`src/sv/pcso_pkg.sv`:
```
// Shared types, constants and arithmetic helpers for the character stream obfuscator.
package pcso_pkg;

   localparam int unsigned KEY_W = 12;

   localparam logic [12:0] KEY_MOD = 13'd3967;
   localparam logic [12:0] KEY_ADD = 13'd3947;
   localparam logic [7:0]  ALPHA   = 8'd94;

   localparam logic [6:0] CODE_LO   = 7'd32;
   localparam logic [6:0] CODE_GAP  = 7'd92;
   localparam logic [6:0] CODE_HI   = 7'd126;
   localparam logic [6:0] IDX_SPLIT = 7'd59;

   localparam int unsigned CSR_ADDR_W = 2;
   localparam logic [CSR_ADDR_W-1:0] CSR_ADDR_START_KEY = 2'd0;

   typedef logic [KEY_W-1:0] key_type;
   typedef logic [7:0]       byte_type;

   typedef struct packed {
      logic advance;
      logic restart;
      logic transform;
   } key_ctrl_type;

   // one conditional subtract, valid for v < 2*KEY_MOD
   function automatic logic [12:0] mod_fold(input logic [12:0] v);
      return (v >= KEY_MOD) ? v - KEY_MOD : v;
   endfunction

   // key*3943 + 3947 mod 3967, using 3943 == -24 mod 3967
   function automatic key_type key_step(input key_type k);
      logic [12:0] r;
      logic [12:0] t;
      r = mod_fold({1'b0, k});
      t = mod_fold({r[11:0], 1'b0});
      t = mod_fold(t + r);
      t = mod_fold({t[11:0], 1'b0});
      t = mod_fold({t[11:0], 1'b0});
      t = mod_fold({t[11:0], 1'b0});
      if (t <= KEY_ADD) begin
         t = KEY_ADD - t;
      end else begin
         t = KEY_ADD + KEY_MOD - t;
      end
      return t[11:0];
   endfunction

   // restoring reduction by 94, key below 94*64
   function automatic logic [6:0] key_mod94(input key_type k);
      logic [11:0] r;
      r = k;
      for (int i = 5; i >= 0; i--) begin
         if (r >= (12'(ALPHA) << i)) begin
            r = r - (12'(ALPHA) << i);
         end
      end
      return r[6:0];
   endfunction

   function automatic logic is_printable(input logic [6:0] c);
      return (c inside {[CODE_LO:CODE_GAP - 7'd1], [CODE_GAP + 7'd1:CODE_HI]});
   endfunction

   function automatic logic [6:0] code_to_index(input logic [6:0] c);
      return (c < CODE_GAP) ? c - CODE_LO : c - CODE_LO - 7'd1;
   endfunction

   function automatic logic [6:0] index_to_code(input logic [6:0] i);
      return (i <= IDX_SPLIT) ? i + CODE_LO : i + CODE_LO + 7'd1;
   endfunction

endpackage

```
`src/sv/pcso_req_if.sv`:
```
// Input channel: character byte with direction and restart flags.
interface pcso_req_if;
   logic                 valid;
   logic                 ready;
   pcso_pkg::byte_type   in_byte;
   logic                 decrypt;
   logic                 restart;

   modport source(output valid, in_byte, decrypt, restart, input ready);
   modport sink(input valid, in_byte, decrypt, restart, output ready);
endinterface

```
`src/sv/pcso_rsp_if.sv`:
```
// Result channel: transformed character byte.
interface pcso_rsp_if;
   logic                 valid;
   logic                 ready;
   pcso_pkg::byte_type   out_byte;

   modport source(output valid, out_byte, input ready);
   modport sink(input valid, out_byte, output ready);
endinterface

```
`src/sv/pcso_csr.sv`:
```
// APB register block holding the start key.
module pcso_csr (
   input  logic                              clock,
   input  logic                              reset,
   input  logic                              psel,
   input  logic                              penable,
   input  logic                              pwrite,
   input  logic [pcso_pkg::CSR_ADDR_W-1:0]   paddr,
   input  logic [31:0]                       pwdata,
   output logic [31:0]                       prdata,
   output logic                              pready,
   output pcso_pkg::key_type                 start_key
);

   pcso_pkg::key_type start_key_ff;
   pcso_pkg::key_type start_key_in;
   logic              wr_en;

   assign wr_en = psel & penable & pwrite & (paddr == pcso_pkg::CSR_ADDR_START_KEY);

   always_comb begin
      start_key_in = start_key_ff;
      if (wr_en) begin
         start_key_in = pwdata[pcso_pkg::KEY_W-1:0];
      end
   end

   always_ff @(posedge clock) begin
      if (reset) begin
         start_key_ff <= '0;
      end else begin
         start_key_ff <= start_key_in;
      end
   end

   always_comb begin
      prdata = '0;
      if (paddr == pcso_pkg::CSR_ADDR_START_KEY) begin
         prdata = {{(32 - pcso_pkg::KEY_W){1'b0}}, start_key_ff};
      end
   end

   assign pready    = 1'b1;
   assign start_key = start_key_ff;

endmodule

```
`src/sv/pcso_key_unit.sv`:
```
// Key state register and its combinational recurrence step.
module pcso_key_unit (
   input  logic                    clock,
   input  logic                    reset,
   input  pcso_pkg::key_ctrl_type  ctrl,
   input  pcso_pkg::key_type       start_key,
   output pcso_pkg::key_type       key_new
);

   pcso_pkg::key_type key_ff;
   pcso_pkg::key_type key_in;
   pcso_pkg::key_type key_cur;

   assign key_cur = ctrl.restart ? start_key : key_ff;
   assign key_new = pcso_pkg::key_step(key_cur);

   always_comb begin
      key_in = key_ff;
      if (ctrl.advance) begin
         if (ctrl.transform) begin
            key_in = key_new;
         end else if (ctrl.restart) begin
            key_in = start_key;
         end
      end
   end

   always_ff @(posedge clock) begin
      if (reset) begin
         key_ff <= '0;
      end else begin
         key_ff <= key_in;
      end
   end

endmodule

```
`src/sv/pcso_char_map.sv`:
```
// Index shift of a printable code by the key, modulo 94.
module pcso_char_map (
   input  pcso_pkg::byte_type  in_byte,
   input  logic                decrypt,
   input  logic                transform,
   input  pcso_pkg::key_type   key,
   output pcso_pkg::byte_type  out_byte
);

   logic [6:0] low;
   logic [6:0] k94;
   logic [6:0] idx;
   logic [7:0] sum;
   logic [7:0] shifted;
   logic [6:0] code;

   always_comb begin
      low = in_byte[6:0];
      k94 = pcso_pkg::key_mod94(key);
      idx = pcso_pkg::code_to_index(low);
      if (decrypt) begin
         sum = {1'b0, idx} + pcso_pkg::ALPHA - {1'b0, k94};
      end else begin
         sum = {1'b0, idx} + {1'b0, k94};
      end
      shifted = (sum >= pcso_pkg::ALPHA) ? sum - pcso_pkg::ALPHA : sum;
      code = transform ? pcso_pkg::index_to_code(shifted[6:0]) : low;
      out_byte = {in_byte[7], code};
   end

endmodule

```
`src/sv/printable_char_stream_obfuscator_top.sv`:
```
// A req transfer passes through the input (s1), key (s2) and result registers before rsp valid.
// Throughput: one byte per cycle while rsp is not stalled; the key recurrence loops around the key register.
// A stalled rsp holds all stages; req ready follows rsp ready through the result register.
// Reset (synchronous): clears stage valids, the key state and start_key to zero.
module printable_char_stream_obfuscator_top (
   input  logic                              clock,
   input  logic                              reset,
   pcso_req_if.sink                          req_chan,
   pcso_rsp_if.source                        rsp_chan,
   input  logic                              csr_psel,
   input  logic                              csr_penable,
   input  logic                              csr_pwrite,
   input  logic [pcso_pkg::CSR_ADDR_W-1:0]   csr_paddr,
   input  logic [31:0]                       csr_pwdata,
   output logic [31:0]                       csr_prdata,
   output logic                              csr_pready
);

   logic                   adv;
   pcso_pkg::key_type      start_key;
   pcso_pkg::key_type      key_new;
   pcso_pkg::key_ctrl_type key_ctrl;
   pcso_pkg::byte_type     map_byte;
   logic                   s1_transform;

   logic                   s1_valid_ff,     s1_valid_in;
   pcso_pkg::byte_type     s1_byte_ff,      s1_byte_in;
   logic                   s1_decrypt_ff,   s1_decrypt_in;
   logic                   s1_restart_ff,   s1_restart_in;

   logic                   s2_valid_ff,     s2_valid_in;
   pcso_pkg::byte_type     s2_byte_ff,      s2_byte_in;
   logic                   s2_decrypt_ff,   s2_decrypt_in;
   logic                   s2_transform_ff, s2_transform_in;
   pcso_pkg::key_type      s2_key_ff,       s2_key_in;

   logic                   rsp_valid_ff,    rsp_valid_in;
   pcso_pkg::byte_type     rsp_byte_ff,     rsp_byte_in;

   pcso_csr u_csr (
      .clock     (clock),
      .reset     (reset),
      .psel      (csr_psel),
      .penable   (csr_penable),
      .pwrite    (csr_pwrite),
      .paddr     (csr_paddr),
      .pwdata    (csr_pwdata),
      .prdata    (csr_prdata),
      .pready    (csr_pready),
      .start_key (start_key)
   );

   assign adv            = ~rsp_valid_ff | rsp_chan.ready;
   assign req_chan.ready = adv;
   assign s1_transform   = pcso_pkg::is_printable(s1_byte_ff[6:0]);

   assign key_ctrl.advance   = adv & s1_valid_ff;
   assign key_ctrl.restart   = s1_restart_ff;
   assign key_ctrl.transform = s1_transform;

   pcso_key_unit u_key (
      .clock     (clock),
      .reset     (reset),
      .ctrl      (key_ctrl),
      .start_key (start_key),
      .key_new   (key_new)
   );

   pcso_char_map u_map (
      .in_byte   (s2_byte_ff),
      .decrypt   (s2_decrypt_ff),
      .transform (s2_transform_ff),
      .key       (s2_key_ff),
      .out_byte  (map_byte)
   );

   always_comb begin
      s1_valid_in     = s1_valid_ff;
      s1_byte_in      = s1_byte_ff;
      s1_decrypt_in   = s1_decrypt_ff;
      s1_restart_in   = s1_restart_ff;
      s2_valid_in     = s2_valid_ff;
      s2_byte_in      = s2_byte_ff;
      s2_decrypt_in   = s2_decrypt_ff;
      s2_transform_in = s2_transform_ff;
      s2_key_in       = s2_key_ff;
      rsp_valid_in    = rsp_valid_ff;
      rsp_byte_in     = rsp_byte_ff;
      if (adv) begin
         s1_valid_in     = req_chan.valid;
         s1_byte_in      = req_chan.in_byte;
         s1_decrypt_in   = req_chan.decrypt;
         s1_restart_in   = req_chan.restart;
         s2_valid_in     = s1_valid_ff;
         s2_byte_in      = s1_byte_ff;
         s2_decrypt_in   = s1_decrypt_ff;
         s2_transform_in = s1_transform;
         s2_key_in       = key_new;
         rsp_valid_in    = s2_valid_ff;
         rsp_byte_in     = map_byte;
      end
   end

   always_ff @(posedge clock) begin
      if (reset) begin
         s1_valid_ff  <= 1'b0;
         s2_valid_ff  <= 1'b0;
         rsp_valid_ff <= 1'b0;
      end else begin
         s1_valid_ff  <= s1_valid_in;
         s2_valid_ff  <= s2_valid_in;
         rsp_valid_ff <= rsp_valid_in;
      end
   end

   always_ff @(posedge clock) begin
      s1_byte_ff      <= s1_byte_in;
      s1_decrypt_ff   <= s1_decrypt_in;
      s1_restart_ff   <= s1_restart_in;
      s2_byte_ff      <= s2_byte_in;
      s2_decrypt_ff   <= s2_decrypt_in;
      s2_transform_ff <= s2_transform_in;
      s2_key_ff       <= s2_key_in;
      rsp_byte_ff     <= rsp_byte_in;
   end

   assign rsp_chan.valid    = rsp_valid_ff;
   assign rsp_chan.out_byte = rsp_byte_ff;

   a_stage_flow: assert property (@(posedge clock) disable iff (reset)
      (adv && s1_valid_ff) |=> s2_valid_ff)
      else $error("stage 1 item lost on advance");

   a_top_bit: assert property (@(posedge clock) disable iff (reset)
      (adv && s2_valid_ff) |=> (rsp_byte_ff[7] == $past(s2_byte_ff[7])))
      else $error("top bit altered");

   a_passthru: assert property (@(posedge clock) disable iff (reset)
      (adv && s2_valid_ff && !s2_transform_ff) |=> (rsp_byte_ff == $past(s2_byte_ff)))
      else $error("non-printable byte altered");

   a_printable: assert property (@(posedge clock) disable iff (reset)
      (adv && s2_valid_ff && s2_transform_ff) |=>
         (rsp_byte_ff[6:0] >= 7'd32 && rsp_byte_ff[6:0] <= 7'd126 &&
          rsp_byte_ff[6:0] != 7'd92))
      else $error("transformed byte outside printable set");

endmodule

```
`src/flat_wrapper.sv`:
```
// flat-port wrapper written by rule: the top's interface ports become plain ports
module printable_char_stream_obfuscator_top_flat 
  (clock, reset, csr_psel, csr_penable, csr_pwrite, csr_paddr, csr_pwdata, csr_prdata, csr_pready, req_chan_valid, req_chan_in_byte, req_chan_decrypt, req_chan_restart, req_chan_ready, rsp_chan_valid, rsp_chan_out_byte, rsp_chan_ready);
  pcso_req_if req_chan_i ();
  pcso_rsp_if rsp_chan_i ();
  input  logic clock;
  input  logic reset;
  input  logic csr_psel;
  input  logic csr_penable;
  input  logic csr_pwrite;
  input  logic [pcso_pkg::CSR_ADDR_W-1:0] csr_paddr;
  input  logic [31:0] csr_pwdata;
  output logic [31:0] csr_prdata;
  output logic csr_pready;
  input wire logic [$bits(req_chan_i.valid)-1:0] req_chan_valid;
  input wire logic [$bits(req_chan_i.in_byte)-1:0] req_chan_in_byte;
  input wire logic [$bits(req_chan_i.decrypt)-1:0] req_chan_decrypt;
  input wire logic [$bits(req_chan_i.restart)-1:0] req_chan_restart;
  output wire logic [$bits(req_chan_i.ready)-1:0] req_chan_ready;
  output wire logic [$bits(rsp_chan_i.valid)-1:0] rsp_chan_valid;
  output wire logic [$bits(rsp_chan_i.out_byte)-1:0] rsp_chan_out_byte;
  input wire logic [$bits(rsp_chan_i.ready)-1:0] rsp_chan_ready;
  assign req_chan_i.valid = req_chan_valid;
  assign req_chan_i.in_byte = req_chan_in_byte;
  assign req_chan_i.decrypt = req_chan_decrypt;
  assign req_chan_i.restart = req_chan_restart;
  assign req_chan_ready = req_chan_i.ready;
  assign rsp_chan_valid = rsp_chan_i.valid;
  assign rsp_chan_out_byte = rsp_chan_i.out_byte;
  assign rsp_chan_i.ready = rsp_chan_ready;
  printable_char_stream_obfuscator_top u_core (.clock(clock), .reset(reset), .req_chan(req_chan_i), .rsp_chan(rsp_chan_i), .csr_psel(csr_psel), .csr_penable(csr_penable), .csr_pwrite(csr_pwrite), .csr_paddr(csr_paddr), .csr_pwdata(csr_pwdata), .csr_prdata(csr_prdata), .csr_pready(csr_pready));
endmodule
```
`config.mk`:
```
export PLATFORM = sky130hd
export DESIGN_NAME = printable_char_stream_obfuscator_top_flat
export DESIGN_NICKNAME = d
export VERILOG_FILES = /design/src/sv/pcso_pkg.sv /design/src/sv/pcso_req_if.sv /design/src/sv/pcso_rsp_if.sv /design/src/sv/pcso_csr.sv /design/src/sv/pcso_key_unit.sv /design/src/sv/pcso_char_map.sv /design/src/sv/printable_char_stream_obfuscator_top.sv /design/src/flat_wrapper.sv
export SDC_FILE = /design/constraint.sdc
export NUM_CORES = 1
export LEC_CHECK = 0
export BUFFER_PORTS_ARGS = -buffer_cell sky130_fd_sc_hd__buf_4
export CAP_MARGIN = 0
export CORE_UTILIZATION = 40
export DETAILED_ROUTE_END_ITERATION = 8
export PLACE_DENSITY = 0.65
export SLEW_MARGIN = 0
export SYNTH_ARGS = -nofsm -noshare
export SYNTH_HDL_FRONTEND = slang
export SYNTH_SLANG_ARGS = --single-unit
export TNS_END_PERCENT = 5
```
`constraint.sdc`:
```
create_clock -name clock -period 32.5 [get_ports clock]
set_input_delay 1.625 -clock clock [delete_from_list [all_inputs] [get_ports clock]]
set_output_delay 1.625 -clock clock [all_outputs]
set_load 0.02 [all_outputs]
```
==> flow_metrics.py <==
metrics = {
    "yosys": {
        "avgSynthCellArea_um2": 8.24,
        "yosys_warnings": 0,
        "synthArstFlopShare_pct": 0,
        "synth_flop_cell": "edfxtp_1",
        "yosysTopAreaCellShare_pct": 14.2,
        "synth_most_common_cell": "nor2_1",
        "synthTopCellsByArea": "edfxtp_1, ha_1, dfxtp_1, mux2i_1, nor2_1",
        "syn-cell-area_mm2": 0.00843,
        "ys_ff_latch": 67,
        "synthDistinctLibCells": 112,
        "syn_inst": 1023,
        "synth_top_area_cell": "edfxtp_1",
        "synth_edf_count": 40,
        "ys_seq_area_share_pct": 20.7,
        "yosys-top-cells-count": "nor2_1, nand2_1, a21oi_1",
    },
    "worst_setup_path": {
        "worst_ep_required_time_ps": 32590,
        "crit_slowest_cell": "a2111oi_0",
        "start_kind": "flop",
        "crit_buf_inv": 1,
        "rrSetupSlack_ps": 18690,
        "rr_startpoint": "u_core.s2_key_ff[1]$_DFFE_PN_",
        "critical_path_class": "reg -> reg",
        "critical_path.max_stage_delay_ps": 610,
        "cp.depth": 52,
        "cpLargestDelayFamily": "compound AO/OA/AOI/OAI gates",
        "setup.worst_path.start": "u_core.s2_key_ff[1]$_DFFE_PN_",
        "r2r_cells": 52,
        "cp-end-kind": "flop",
        "cp_common_cell": "ha_1",
        "cp_max_fo": 12,
        "arrival_ps": 13900,
    },
    "grt": {
        "grt_max_degree": 47,
        "grtUsageMet1_pct": 25.2,
        "grt_pass1_wl_mm": 33.6,
        "overflow": 0,
        "grt_use_total_pct": 18.5,
        "grt_pass1_vias": 7099,
        "top_usage_layer": "met2",
        "grtUsageMet2_pct": 31.4,
        "met3_usage_pct": 1.61,
        "antenna_found_initial": 0,
    },
    "sta": {
        "rsz0062_at_grt": "no",
        "timing_max_transition_violations_final": 0,
        "finClkSkew_ps": 8.59,
        "post-route-period-util_pct": 42.5,
        "max_freq_mhz": 72.4,
        "final.setup.tns_ps": 0,
        "hold_viol_final": 0,
        "setup_viol": 0,
        "max_slew_margin_pct": 34.6,
        "tightest_slew_ps": 981,
        "fin_crit_ps": 13810,
    },
    "die": {
        "initial_utilization_pct": 41.3,
        "die_h_um": 147,
        "rows": 52,
        "die_w_um": 147,
        "core_area_mm2": 0.0204,
        "die_area_mm2": 0.0217,
        "pin_count": 94,
    },
    "detailed_routing": {
        "wl_per_cell_um": 14.9,
        "routed_wl_mm": 19.9,
        "first_pass_iters": 5,
        "drt_first_iter_violations": 414,
        "remaining_drc_errors": 0,
        "via_per_inst": 5.75,
        "drtAntennaViolNets": 0,
        "vias": 7637,
    },
    "finish": {
        "nNetsFinal": 1159,
        "drive_gt1_share_pct": 12.6,
        "area_growth_pct": 9.10,
        "fillers": 2076,
        "n_antenna_cell": 0,
        "final_core_util_pct": 45.0,
    },
    "outcome": {
        "status": "complete, no violations",
    },
    "hold_path": {
        "hp-class": "reg -> reg",
        "hold_start": "u_core.s1_byte_ff[7]$_DFFE_PN_",
        "hold_depth": 0,
    },
    "clock_network": {
        "postCtsSetupRepairBufs": 0,
        "clk_latency_ps": 340,
        "cts_root_buffer": "clkbuf_16",
        "clock_sinks": 67,
        "ctsHtreeMaxLevel": 3,
        "cts_max_path_buffers": 2,
        "cts.reportedPaths.clkPinSlew_ps": 60,
        "tritoncts": "built",
        "numCtsBuffers": 9,
        "cts-resized-gates": 0,
        "ctsHoldBuffers": 0,
    },
    "run": {
        "maxCapViolations": 0,
    },
    "place": {
        "dp_hpwl_mm": 15.6,
        "place_congestion": 0.864,
        "io_buffers": 52,
    },
}
## final timing paths
kind / to
worst max-delay path: u_core.rsp_chan.out_byte[6]$_DFFE_PN_
worst min-delay path: u_core.s2_byte_ff[7]$_DFFE_PN_
worst max register to register: u_core.rsp_chan.out_byte[6]$_DFFE_PN_
worst min register to register: u_core.s2_byte_ff[7]$_DFFE_PN_
## sequential cells by signal, summed over array words and instances (netlist names)
| signal | cells |
|---|---|
| u_core.u_key.key_ff | 12 |
| u_core.s1_restart_ff | 1 |
| u_core.u_csr.start_key | 12 |
| u_core.s1_valid_ff | 1 |
| u_core.s2_valid_ff | 1 |
| u_core.s2_byte_ff | 8 |
| u_core.s2_key_ff | 12 |
| u_core.s1_decrypt_ff | 1 |
| u_core.s2_transform_ff | 1 |
| u_core.s1_byte_ff | 8 |
| u_core.rsp_chan.valid | 1 |
| u_core.rsp_chan.out_byte | 8 |
| u_core.s2_decrypt_ff | 1 |
## logic make-up after synthesis
kind of cell / synth area share [%]
fa+ha+maj: 8.46
mux: 7.15
xor+xnor: 7.05
simple gates: 21.8
compound gates: 29.0
buf+inv: 5.80
other cells: 0.0891
flops: 20.7
## area by class of cell
| class | count | area, um2 | share of cell area (%) |
|---|---|---|---|
| multi-input cells | 878 | 6270 | 68.2 |
| flip-flops and latches | 67 | 1740 | 18.9 |
| repair buffers | 54 | 405 | 4.41 |
| well taps | 270 | 338 | 3.67 |
| clock buffers | 11 | 243 | 2.64 |
| inverters | 43 | 161 | 1.75 |
| clock inverters | 5 | 35.0 | 0.381 |
## worst register-to-register path: cells and delay by family (launching register included)
family          cells  cell delay (ps)
compound gates     23             5960
simple gates       12             2680
fa+ha+maj           7             2010
xor+xnor            6             1400
mux                 3              970
flops               1              490
buf+inv             1               80
## placed cells by master, fill, tap and decap left out, types with 21 or more instances in the layout
cell type | netlist | final
nand3_1 | 29 | 29
and2_1 | 24 | 24
nand2_1 | 67 | 67
o21ai_0 | 43 | 43
xor2_1 | 26 | 26
nor2_1 | 95 | 95
mux2i_1 | 38 | 38
edfxtp_1 | 40 | 40
buf_4 | 24 | 54
xnor2_1 | 40 | 40
dfxtp_1 | 27 | 27
conb_1 | 2 | 21
inv_1 | 41 | 41
nor3_1 | 29 | 29
a21oi_1 | 56 | 56
ha_1 | 53 | 53
## metrics by stage
| step | hold WS [ps] | setup WS (ps) | instances | area [um2] |
|---|---|---|---|---|
| 2_1_floorplan | 400 | 20720 | 1042 | 8500 |
| 3_5_place_dp | 414 | 18800 | 1312 | 8920 |
| 4_1_cts | 427 | 18760 | 1328 | 9200 |
| 3_3_place_gp | 402 | 18910 | 1312 | 8920 |
| 6_report | 425 | 18690 | 1328 | 9200 |
| 5_1_grt | 435 | 17540 | 1328 | 9200 |
## routing by layer
metal / vias up / share of wire (%)
met5: - / 0
met2: 104 / 47
met1: 3611 / 49
met4: 0 / 1.4
li1: 3907 / -
met3: 15 / 2.3
Power is left out: the tool's default activity adds up to more than one toggle a clock period on the data nets, which glitch-free logic cannot reach.
